$ cat config.mk
export PLATFORM = sky130hd
export DESIGN_NAME = round_robin_bitmap_worklist
export DESIGN_NICKNAME = d
export VERILOG_FILES = /design/src/sv/rrbw_pkg.sv /design/src/sv/rrbw_word_unit.sv /design/src/sv/round_robin_bitmap_worklist.sv
export SDC_FILE = /design/constraint.sdc
export NUM_CORES = 2
export LEC_CHECK = 0
export BUFFER_PORTS_ARGS = -buffer_cell sky130_fd_sc_hd__buf_2
export CAP_MARGIN = 40
export CORE_MARGIN = 1
export CORE_UTILIZATION = 45
export DETAILED_ROUTE_END_ITERATION = 10
export PLACE_DENSITY = 0.66
export SLEW_MARGIN = 10
export SYNTH_ARGS = -nofsm -noshare
export SYNTH_HDL_FRONTEND = slang
export SYNTH_HIERARCHICAL = 1
export SYNTH_SLANG_ARGS = --single-unit
$ cat constraint.sdc
create_clock -name clk_i -period 12.07 [get_ports clk_i]
set_input_delay 1.8105 -clock clk_i [delete_from_list [all_inputs] [get_ports clk_i]]
set_output_delay 1.8105 -clock clk_i [all_outputs]
set_load 0.05 [all_outputs]
$ cat src/sv/rrbw_pkg.sv
// Shared widths, command codes and word types for the round-robin bitmap worklist.
package rrbw_pkg;

  localparam int CAPACITY_DEF = 1024;

  localparam int CMD_W = 3;
  localparam int IDX_W = 10;
  localparam int CNT_W = 11;

  localparam logic [CNT_W-1:0] BLOCKS_RESET = 11'd1024;

  localparam logic [CMD_W-1:0] CMD_TAKE   = 3'd0;
  localparam logic [CMD_W-1:0] CMD_ADD    = 3'd1;
  localparam logic [CMD_W-1:0] CMD_REMOVE = 3'd2;
  localparam logic [CMD_W-1:0] CMD_ALL    = 3'd3;
  localparam logic [CMD_W-1:0] CMD_SKIP   = 3'd4;

  typedef struct packed {
    logic [CMD_W-1:0] command;
    logic [IDX_W-1:0] block_index;
  } rrbw_in_t;

  typedef struct packed {
    logic [IDX_W-1:0] next_block;
    logic             found;
    logic [CNT_W-1:0] pending_count;
    logic             none_pending;
    logic             index_error;
  } rrbw_out_t;

endpackage

$ cat src/sv/rrbw_word_unit.sv
// Per-word bitmap logic: first-set search, in-use mask and dropped-bit count.
module rrbw_word_unit import rrbw_pkg::*; #(
  parameter int WW = 32,
  parameter int AW = 5,
  parameter int CW = 11
) (
  input  logic [WW-1:0]         word_i,
  input  logic [AW-1:0]         word_addr_i,
  input  logic [CW-1:0]         limit_i,
  input  logic                  first_i,
  input  logic [$clog2(WW)-1:0] offset_i,
  output logic                  hit_o,
  output logic [$clog2(WW)-1:0] hit_bit_o,
  output logic [WW-1:0]         keep_mask_o,
  output logic [$clog2(WW):0]   drop_cnt_o
);

  localparam int OW = $clog2(WW);

  logic [31:0]   base;
  logic [31:0]   room;
  logic [WW-1:0] scan_mask;
  logic [WW-1:0] cand;
  logic [WW-1:0] dropped;

  // bits of this word whose position lies below the limit
  always_comb begin
    base = 32'(word_addr_i) << OW;
    room = (32'(limit_i) > base) ? (32'(limit_i) - base) : 32'd0;
    for (int j = 0; j < WW; j++) begin
      keep_mask_o[j] = (32'(j) < room);
      scan_mask[j]   = !first_i || (32'(j) >= 32'(offset_i));
    end
  end

  assign cand    = word_i & scan_mask;
  assign hit_o   = |cand;
  assign dropped = word_i & ~keep_mask_o;

  // lowest set bit wins
  always_comb begin
    hit_bit_o = '0;
    for (int j = WW - 1; j >= 0; j--) begin
      if (cand[j]) begin
        hit_bit_o = OW'(j);
      end
    end
  end

  always_comb begin
    drop_cnt_o = '0;
    for (int j = 0; j < WW; j++) begin
      drop_cnt_o = drop_cnt_o + (OW+1)'(dropped[j]);
    end
  end

endmodule

$ cat src/sv/round_robin_bitmap_worklist.sv
// Round-robin bitmap worklist: add, remove, add-all, skip and take-next over a pending bitmap.
// Add/remove: ST_RMW writes the changed word back, then ST_RESULT holds until the output is free.
// Skip, empty take, out-of-range index, unused code: straight to ST_RESULT, no bitmap access.
// Take-next: ST_SCAN reads bitmap words in turn from the scan position, wrapping, until a set bit is found.
// Add-all: ST_FILL writes the in-use mask to every word; a blocks_in_use write while idle runs a trim pass.
// Reset initialises control state, then a clearing pass zeroes all NW bitmap words (32 at default).
module round_robin_bitmap_worklist import rrbw_pkg::*; #(
  parameter int CAPACITY = CAPACITY_DEF
) (
  input  logic             clk_i,
  input  logic             rst_ni,
  input  logic             in_valid_i,
  output logic             in_ready_o,
  input  rrbw_in_t         in_word_i,
  output logic             out_valid_o,
  input  logic             out_ready_i,
  output rrbw_out_t        out_word_o,
  input  logic             cfg_we_i,
  input  logic [CNT_W-1:0] cfg_data_i
);

  // Geometry: bitmap held as NW words of WW bits in one synchronous RAM.
  localparam int PW = $clog2(CAPACITY);
  localparam int CW = $clog2(CAPACITY + 1);
  localparam int WW = (CAPACITY < 32) ? (2 ** PW) : 32;
  localparam int OW = $clog2(WW);
  localparam int NW = (CAPACITY + WW - 1) / WW;
  localparam int AW = (NW > 1) ? $clog2(NW) : 1;

  localparam logic [AW-1:0] LAST_ADDR = AW'(NW - 1);

  // Sequencer state codes
  localparam logic [2:0] ST_CLEAR   = 3'd0;
  localparam logic [2:0] ST_IDLE    = 3'd1;
  localparam logic [2:0] ST_RMW     = 3'd2;
  localparam logic [2:0] ST_SCAN    = 3'd3;
  localparam logic [2:0] ST_FILL    = 3'd4;
  localparam logic [2:0] ST_TRIM_RD = 3'd5;
  localparam logic [2:0] ST_TRIM_WR = 3'd6;
  localparam logic [2:0] ST_RESULT  = 3'd7;

  function automatic logic [CW-1:0] clamp_count(input logic [CNT_W-1:0] v);
    logic [31:0] n;
    n = 32'(v);
    if (n == 32'd0) n = 32'd1;
    if (n > 32'(CAPACITY)) n = 32'(CAPACITY);
    return CW'(n);
  endfunction

  function automatic logic [PW-1:0] advance(input logic [PW-1:0] pos,
                                            input logic [CW-1:0] lim);
    logic [31:0] p;
    p = 32'(pos) + 32'd1;
    if (p >= 32'(lim)) p = 32'd0;
    return PW'(p);
  endfunction

  // Control state
  logic [2:0]    state_q, state_d;
  logic [CW-1:0] nb_q, nb_d;          // blocks in use, clamped
  logic [CW-1:0] total_q, total_d;    // pending count
  logic [PW-1:0] pos_q, pos_d;        // scan position
  logic [AW-1:0] sa_q, sa_d;          // sweep address
  logic          out_valid_q, out_valid_d;

  // Per-command working registers
  logic [AW-1:0] waddr_q, waddr_d;
  logic [OW-1:0] bit_q, bit_d;
  logic          is_add_q, is_add_d;
  logic          first_q, first_d;
  logic [PW-1:0] taken_q, taken_d;
  logic          found_q, found_d;
  logic          err_q, err_d;
  rrbw_out_t     out_q, out_d;

  // Bitmap RAM
  logic [WW-1:0] bitmap_q [NW];
  logic [WW-1:0] rdata_q;
  logic          mem_we, mem_re;
  logic [AW-1:0] mem_wa, mem_ra;
  logic [WW-1:0] mem_wd;

  // Word unit hookup
  logic [AW-1:0]  unit_addr;
  logic           hit;
  logic [OW-1:0]  hit_bit;
  logic [WW-1:0]  keep_mask;
  logic [OW:0]    drop_cnt;

  logic           accept;
  logic           out_free;
  logic           idx_bad;
  logic [AW-1:0]  idx_addr;
  logic [AW-1:0]  last_word;
  logic [AW-1:0]  scan_next;
  logic [CW-1:0]  nb_new;

  assign unit_addr = (state_q == ST_SCAN) ? waddr_q : sa_q;

  rrbw_word_unit #(
    .WW (WW),
    .AW (AW),
    .CW (CW)
  ) u_word (
    .word_i      (rdata_q),
    .word_addr_i (unit_addr),
    .limit_i     (nb_q),
    .first_i     (first_q),
    .offset_i    (OW'(pos_q)),
    .hit_o       (hit),
    .hit_bit_o   (hit_bit),
    .keep_mask_o (keep_mask),
    .drop_cnt_o  (drop_cnt)
  );

  assign in_ready_o  = (state_q == ST_IDLE) && !cfg_we_i;
  assign accept      = in_valid_i && in_ready_o;
  assign out_free    = !out_valid_q || out_ready_i;
  assign out_valid_o = out_valid_q;
  assign out_word_o  = out_q;

  assign idx_bad   = (32'(in_word_i.block_index) >= 32'(nb_q));
  assign idx_addr  = AW'(32'(in_word_i.block_index) >> OW);
  // last word holding an in-use index; scan wraps after it
  assign last_word = AW'((32'(nb_q) - 32'd1) >> OW);
  assign scan_next = (waddr_q == last_word) ? '0 : AW'(waddr_q + AW'(1));
  assign nb_new    = clamp_count(cfg_data_i);

  always_comb begin
    state_d     = state_q;
    nb_d        = nb_q;
    total_d     = total_q;
    pos_d       = pos_q;
    sa_d        = sa_q;
    out_valid_d = out_valid_q;
    waddr_d     = waddr_q;
    bit_d       = bit_q;
    is_add_d    = is_add_q;
    first_d     = first_q;
    taken_d     = taken_q;
    found_d     = found_q;
    err_d       = err_q;
    out_d       = out_q;
    mem_we      = 1'b0;
    mem_re      = 1'b0;
    mem_wa      = sa_q;
    mem_ra      = sa_q;
    mem_wd      = '0;

    if (out_valid_q && out_ready_i) begin
      out_valid_d = 1'b0;
    end

    case (state_q)
      ST_CLEAR: begin
        mem_we = 1'b1;
        if (sa_q == LAST_ADDR) begin
          state_d = ST_IDLE;
        end else begin
          sa_d = AW'(sa_q + AW'(1));
        end
      end

      ST_IDLE: begin
        if (accept) begin
          taken_d = '0;
          found_d = 1'b0;
          err_d   = 1'b0;
          state_d = ST_RESULT;
          case (in_word_i.command)
            CMD_TAKE: begin
              if (total_q != '0) begin
                mem_re  = 1'b1;
                mem_ra  = AW'(32'(pos_q) >> OW);
                waddr_d = AW'(32'(pos_q) >> OW);
                first_d = 1'b1;
                state_d = ST_SCAN;
              end
            end
            CMD_ADD, CMD_REMOVE: begin
              if (idx_bad) begin
                err_d = 1'b1;
              end else begin
                mem_re   = 1'b1;
                mem_ra   = idx_addr;
                waddr_d  = idx_addr;
                bit_d    = OW'(in_word_i.block_index);
                is_add_d = (in_word_i.command == CMD_ADD);
                state_d  = ST_RMW;
              end
            end
            CMD_ALL: begin
              sa_d    = '0;
              total_d = nb_q;
              pos_d   = '0;
              state_d = ST_FILL;
            end
            CMD_SKIP: begin
              if (total_q != '0) begin
                pos_d = advance(pos_q, nb_q);
              end
            end
            default: ;
          endcase
        end
      end

      ST_RMW: begin
        mem_wa = waddr_q;
        if (is_add_q && !rdata_q[bit_q]) begin
          mem_we  = 1'b1;
          mem_wd  = rdata_q | (WW'(1) << bit_q);
          total_d = CW'(total_q + CW'(1));
        end else if (!is_add_q && rdata_q[bit_q]) begin
          mem_we  = 1'b1;
          mem_wd  = rdata_q & ~(WW'(1) << bit_q);
          total_d = CW'(total_q - CW'(1));
        end
        state_d = ST_RESULT;
      end

      ST_SCAN: begin
        // one word per cycle; the start word comes round again unmasked on wrap
        if (hit) begin
          mem_we  = 1'b1;
          mem_wa  = waddr_q;
          mem_wd  = rdata_q & ~(WW'(1) << hit_bit);
          total_d = CW'(total_q - CW'(1));
          taken_d = PW'({waddr_q, hit_bit});
          found_d = 1'b1;
          pos_d   = advance(PW'({waddr_q, hit_bit}), nb_q);
          state_d = ST_RESULT;
        end else begin
          mem_re  = 1'b1;
          mem_ra  = scan_next;
          waddr_d = scan_next;
          first_d = 1'b0;
        end
      end

      ST_FILL: begin
        mem_we = 1'b1;
        mem_wd = keep_mask;
        if (sa_q == LAST_ADDR) begin
          state_d = ST_RESULT;
        end else begin
          sa_d = AW'(sa_q + AW'(1));
        end
      end

      ST_TRIM_RD: begin
        mem_re  = 1'b1;
        state_d = ST_TRIM_WR;
      end

      ST_TRIM_WR: begin
        mem_we  = 1'b1;
        mem_wd  = rdata_q & keep_mask;
        total_d = CW'(total_q - CW'(drop_cnt));
        if (sa_q == LAST_ADDR) begin
          state_d = ST_IDLE;
        end else begin
          sa_d    = AW'(sa_q + AW'(1));
          state_d = ST_TRIM_RD;
        end
      end

      ST_RESULT: begin
        if (out_free) begin
          out_valid_d             = 1'b1;
          out_d.next_block        = IDX_W'(taken_q);
          out_d.found             = found_q;
          out_d.pending_count     = CNT_W'(total_q);
          out_d.none_pending      = (total_q == '0);
          out_d.index_error       = err_q;
          state_d                 = ST_IDLE;
        end
      end

      default: begin
        state_d = ST_IDLE;
      end
    endcase

    // Count register write: takes effect at once; when idle, a trim pass
    // drops pending bits that now lie beyond the count.
    if (cfg_we_i) begin
      nb_d = nb_new;
      if (32'(pos_q) >= 32'(nb_new)) begin
        pos_d = '0;
      end
      if (state_q == ST_IDLE) begin
        sa_d    = '0;
        state_d = ST_TRIM_RD;
      end
    end
  end

  always_ff @(posedge clk_i or negedge rst_ni) begin
    if (!rst_ni) begin
      state_q     <= ST_CLEAR;
      nb_q        <= clamp_count(BLOCKS_RESET);
      total_q     <= '0;
      pos_q       <= '0;
      sa_q        <= '0;
      out_valid_q <= 1'b0;
    end else begin
      state_q     <= state_d;
      nb_q        <= nb_d;
      total_q     <= total_d;
      pos_q       <= pos_d;
      sa_q        <= sa_d;
      out_valid_q <= out_valid_d;
    end
  end

  always_ff @(posedge clk_i) begin
    waddr_q  <= waddr_d;
    bit_q    <= bit_d;
    is_add_q <= is_add_d;
    first_q  <= first_d;
    taken_q  <= taken_d;
    found_q  <= found_d;
    err_q    <= err_d;
    out_q    <= out_d;
  end

  // Bitmap RAM, registered read
  always_ff @(posedge clk_i) begin
    if (mem_we) begin
      bitmap_q[mem_wa] <= mem_wd;
    end
    if (mem_re) begin
      rdata_q <= bitmap_q[mem_ra];
    end
  end

endmodule
==> impl_summary.md <==
Finish
With fillers left out, the area of the finished cells amounts to 58100 um2. The layout net count is 4209. Compared with the post-synthesis result, the final layout area differs by 13.1%. Fill cells in the final layout number 9496. The library cells used most frequently in the layout, excluding fill and tap cells, are edfxtp_1 (1104), nand2_1 (823), a32oi_1 (223).

Leaving out fill and tap cells, the most frequent cell in the layout is edfxtp_1. Of the cells placed in the final design, the portion with a size suffix greater than 1 is 11.5%.

Global route
The remaining global-route overflow is 0. Entering global routing, the biggest net connects 129 pins. The initial antenna violation count is 2. The overall global routing resource usage is 24.8%. The via count of the first global-routing pass came to 33200. The first-pass GRT wire length is 215 mm.

Critical path
The largest driver fanout on the critical path is 20. The arrival time at the worst endpoint is 11.48 ns. STA classifies the critical path startpoint as a flop. The count of cells along the worst register-to-register path is 37. The library cell contributing the largest single delay on the critical path is dfrtp_1. In this run the critical register-to-register path is captured at total_q[10]. The cell that appears most often on the critical path is fa_1. The start-to-end type of the worst setup path is reg2reg.

Setup slack on the worst reg-to-reg path comes out at 1.18 ns. On the worst path, the slowest cell contributes a delay of 0.78 ns. The required time of the critical path is 12.66 ns. STA classifies the critical path endpoint as a flop.

The critical register-to-register path startpoint is state_q[0].

Synthesis
Yosys mapped the design onto 92 distinct sky130hd cell types. The register bit total from synthesis is 1145. The share of synthesized registers carrying an async set or reset is 3.58%. The average cell area after synthesis is 12.7 um2. Sorting the synthesized cells by area gives the leading types as edfxtp_1 (65%), nand2_1 (6.0%), a32oi_1 (3.8%).

Of the total synthesized cell area, the portion taken by AND, OR, NAND and NOR gates is 13.3%. The synthesized netlist devotes 9.87% of its cell area to compound gates. The cell count after synthesis is 4032. After synthesis, the largest family of logic cells by area is simple AND/OR/NAND/NOR gates. The area fraction of the dominant cell type after synthesis is 64.6%. Of the synthesized area, sequential elements account for 66.6%. The Yosys warning count is 6. Summing the areas of all xor and xnor instances in the mapped netlist gives 0.733% of the synthesized area. In this run, synthesis inferred 1104 flip-flops with an integrated enable. Of all cell types, the one taking the most synthesized area is edfxtp_1.

For this run, the leading register cell type out of synthesis is edfxtp_1. The post-synthesis mux area share is 3.97%. The synthesized cell area is 51400 um2. Counting every net in the synthesized netlist gives 4161. The synthesized netlist devotes 2.82% of its cell area to adder and majority cells.

Clock tree
The clock insertion delay at the later pin of the skew report is 0.72 ns. The CTS root buffer is clkbuf_16. The number of buffers on the longest clock path is 3.

The CTS sink count is 1145. Gates resized during post-CTS repair numbered 0. The H-tree was split into 3 levels. Clock tree synthesis inserted a total of 113 buffers.

The number of hold-repair buffers added at the cts stage is 0. The CTS tree is yes. After clock tree synthesis, the setup repair step added 0 buffers. The clock-pin slew on the worst setup and hold paths is 0.06 ns.

Drt
The detail route stage leaves a number of antenna-violating nets equal to 0. The routed layout has 34900 vias. Summed over all layers, the routed wires come to 145 mm. For this run, the detailed router's first-pass iteration total came to 8. The initial detailed-routing violation count is 4029. In the routed design, unresolved DRC markers number 0. The mean routed wirelength per cell is 25.6 um. Using the TritonRoute via totals, the vias-per-cell ratio works out to 6.15.

Timing
The total negative slack is 0 ns. For the finished layout, the period the worst path requires is 10.89 ns. The max-slew violation count was 0. The period utilization is 90.2%. The clock arrives with 0.0603 ns of skew. Setup repair after global routing left no endpoint under its margin. The worst pin sits at a relative slew slack of 37.1%. The minimum setup slack in the final design is 1.18 ns. The actual slew at the worst max-slew pin is 0.942 ns. The total count of hold-check failures in the final report is 0.

For this run, the top clock speed supported by timing is 91.8 MHz. Setup violations remaining at the end of the flow were counted as 0.

Placed design
The placed cell area is 54600 um2. The congestion estimate from routability-driven global placement came to 0.954. Input and output buffers added on the ports amount to 54. Before CTS, the worst setup slack after placement is 1.27 ns. The detailed-placement wirelength estimate is 89.7 mm.

Floorplanning
The die height is 340 um. From left edge to right edge, the die measures 340 um. The initialized floorplan defines 123 standard-cell rows.

The full die area is 115000 um2. For this configuration, the core starts out at a cell density of 45.5%. The core area is 113000 um2. The I/O pin count is 55.

Job
The reported max-cap violation count is 0.

Pwr
The worst vdd rail ir drop is 0.000588 V. In this run the power density over the cells is 314 nW/um2. The analysis attributes to cell leakage a power of 19.6 nW.

Worst hold path
The startpoint identified for the worst hold timing path is taken_q[1]. The path category of the worst min-delay check is reg2reg. The path with the worst hold slack has its endpoint at out_word_o[15].

The worst hold path was traced through 0 stages.

Run status
The run finished with clean final reports.
## cell type report
type | instances | area (um2) | share of cell area, %
multi-input combinational | 2537 | 16700 | 28.7
inverter | 97 | 364 | 0.627
sequential | 1145 | 34200 | 58.8
tap | 1500 | 1880 | 3.23
clock inverter | 63 | 482 | 0.829
antenna | 1 | 2.50 | 0.00431
clock buffer | 143 | 2950 | 5.08
timing repair buffer | 186 | 1550 | 2.67
## worst max-delay path by stage
stage	start	to	slack, ns	cells past startpoint
6_report	state_q[0]	total_q[10]	1.18	37
2_1_floorplan	state_q[1]	total_q[10]	2.85	38
3_5_place_dp	state_q[0]	total_q[10]	1.27	37
3_3_place_gp	state_q[0]	total_q[10]	1.38	37
5_1_grt	state_q[0]	total_q[10]	0.48	37
4_1_cts	state_q[0]	total_q[10]	1.26	37
## report_power, final
part           internal, mW  switching, mW
sequential             5.73          0.400
combinational          3.15           5.68
clock                  1.81           1.48
total                  10.7           7.56
## critical path, delay by kind of cell, from the launching register on
family / cells / cell delay, ns
compound gates: 10 / 2.01
xor+xnor: 1 / 0.09
simple gates: 8 / 2.53
flops: 1 / 0.78
fa+ha+maj: 11 / 4.54
buf+inv: 7 / 0.83
## per-layer routing
| metal | vias up | wire length [um] | track usage [%] |
|---|---|---|---|
| met1 | 17400 | 60000 | 35.1 |
| met3 | 293 | 12600 | 3.94 |
| met5 | - | 8 | 0 |
| met2 | 1782 | 68300 | 39.6 |
| met4 | 2 | 4000 | 7.32 |
| li1 | 15400 | - | - |
## state kept, by name, indices dropped and copies added, names as in the netlist, 10 cells and up
signal,flops
rdata_q,32
bitmap_q,1024
total_q,11
pos_q,10
out_word_o,24
taken_q,10
nb_q,11
## synthesized netlist by cell type, types with 6 or more instances
cell type / instances
a211oi_1: 9
fa_1: 26
and2_1: 16
or3_1: 10
o211ai_1: 17
and4_1: 10
a22oi_1: 7
mux2i_1: 179
a31oi_1: 21
nor4_1: 16
o21a_1: 8
nand2b_1: 31
nor2_1: 139
nand2_1: 824
o31ai_1: 6
nand4_1: 79
a21oi_1: 171
mux4_2: 10
xnor2_1: 29
o22ai_1: 21
nand3b_1: 10
nand3_1: 192
nor3_2: 8
a21o_1: 23
a32oi_1: 223
inv_1: 95
o21ai_0: 87
nor4_2: 7
nor3b_1: 13
nor2b_1: 25
o32ai_1: 36
buf_2: 79
buf_1: 14
buf_4: 7
xor2_1: 14
nor3_1: 51
ha_1: 74
edfxtp_1: 1104
and3_1: 18
clkbuf_1: 153
dfrtp_1: 40
or2_2: 14
o21ai_1: 23
## kinds of logic (layout without fill, tap and decap cells)
family,after synthesis,in the layout
buf+inv,350,489
other cells,0,1
xor+xnor,43,43
compound gates,713,713
fa+ha+maj,100,100
simple gates,1490,1490
mux,191,191
flops,1145,1145
## stage by stage
stage	util, %	instances	power [mW]	hold slack (ns)
floorplan	-	4032	11.9	0.400
finish	51.5	5672	18.3	0.421
global placement	48.0	5435	14.6	0.403
CTS	51.5	5671	18.3	0.423
detailed placement	48.4	5465	15.0	0.410
global route	51.5	5671	19.4	0.440
(Power assumes the default switching activity.)
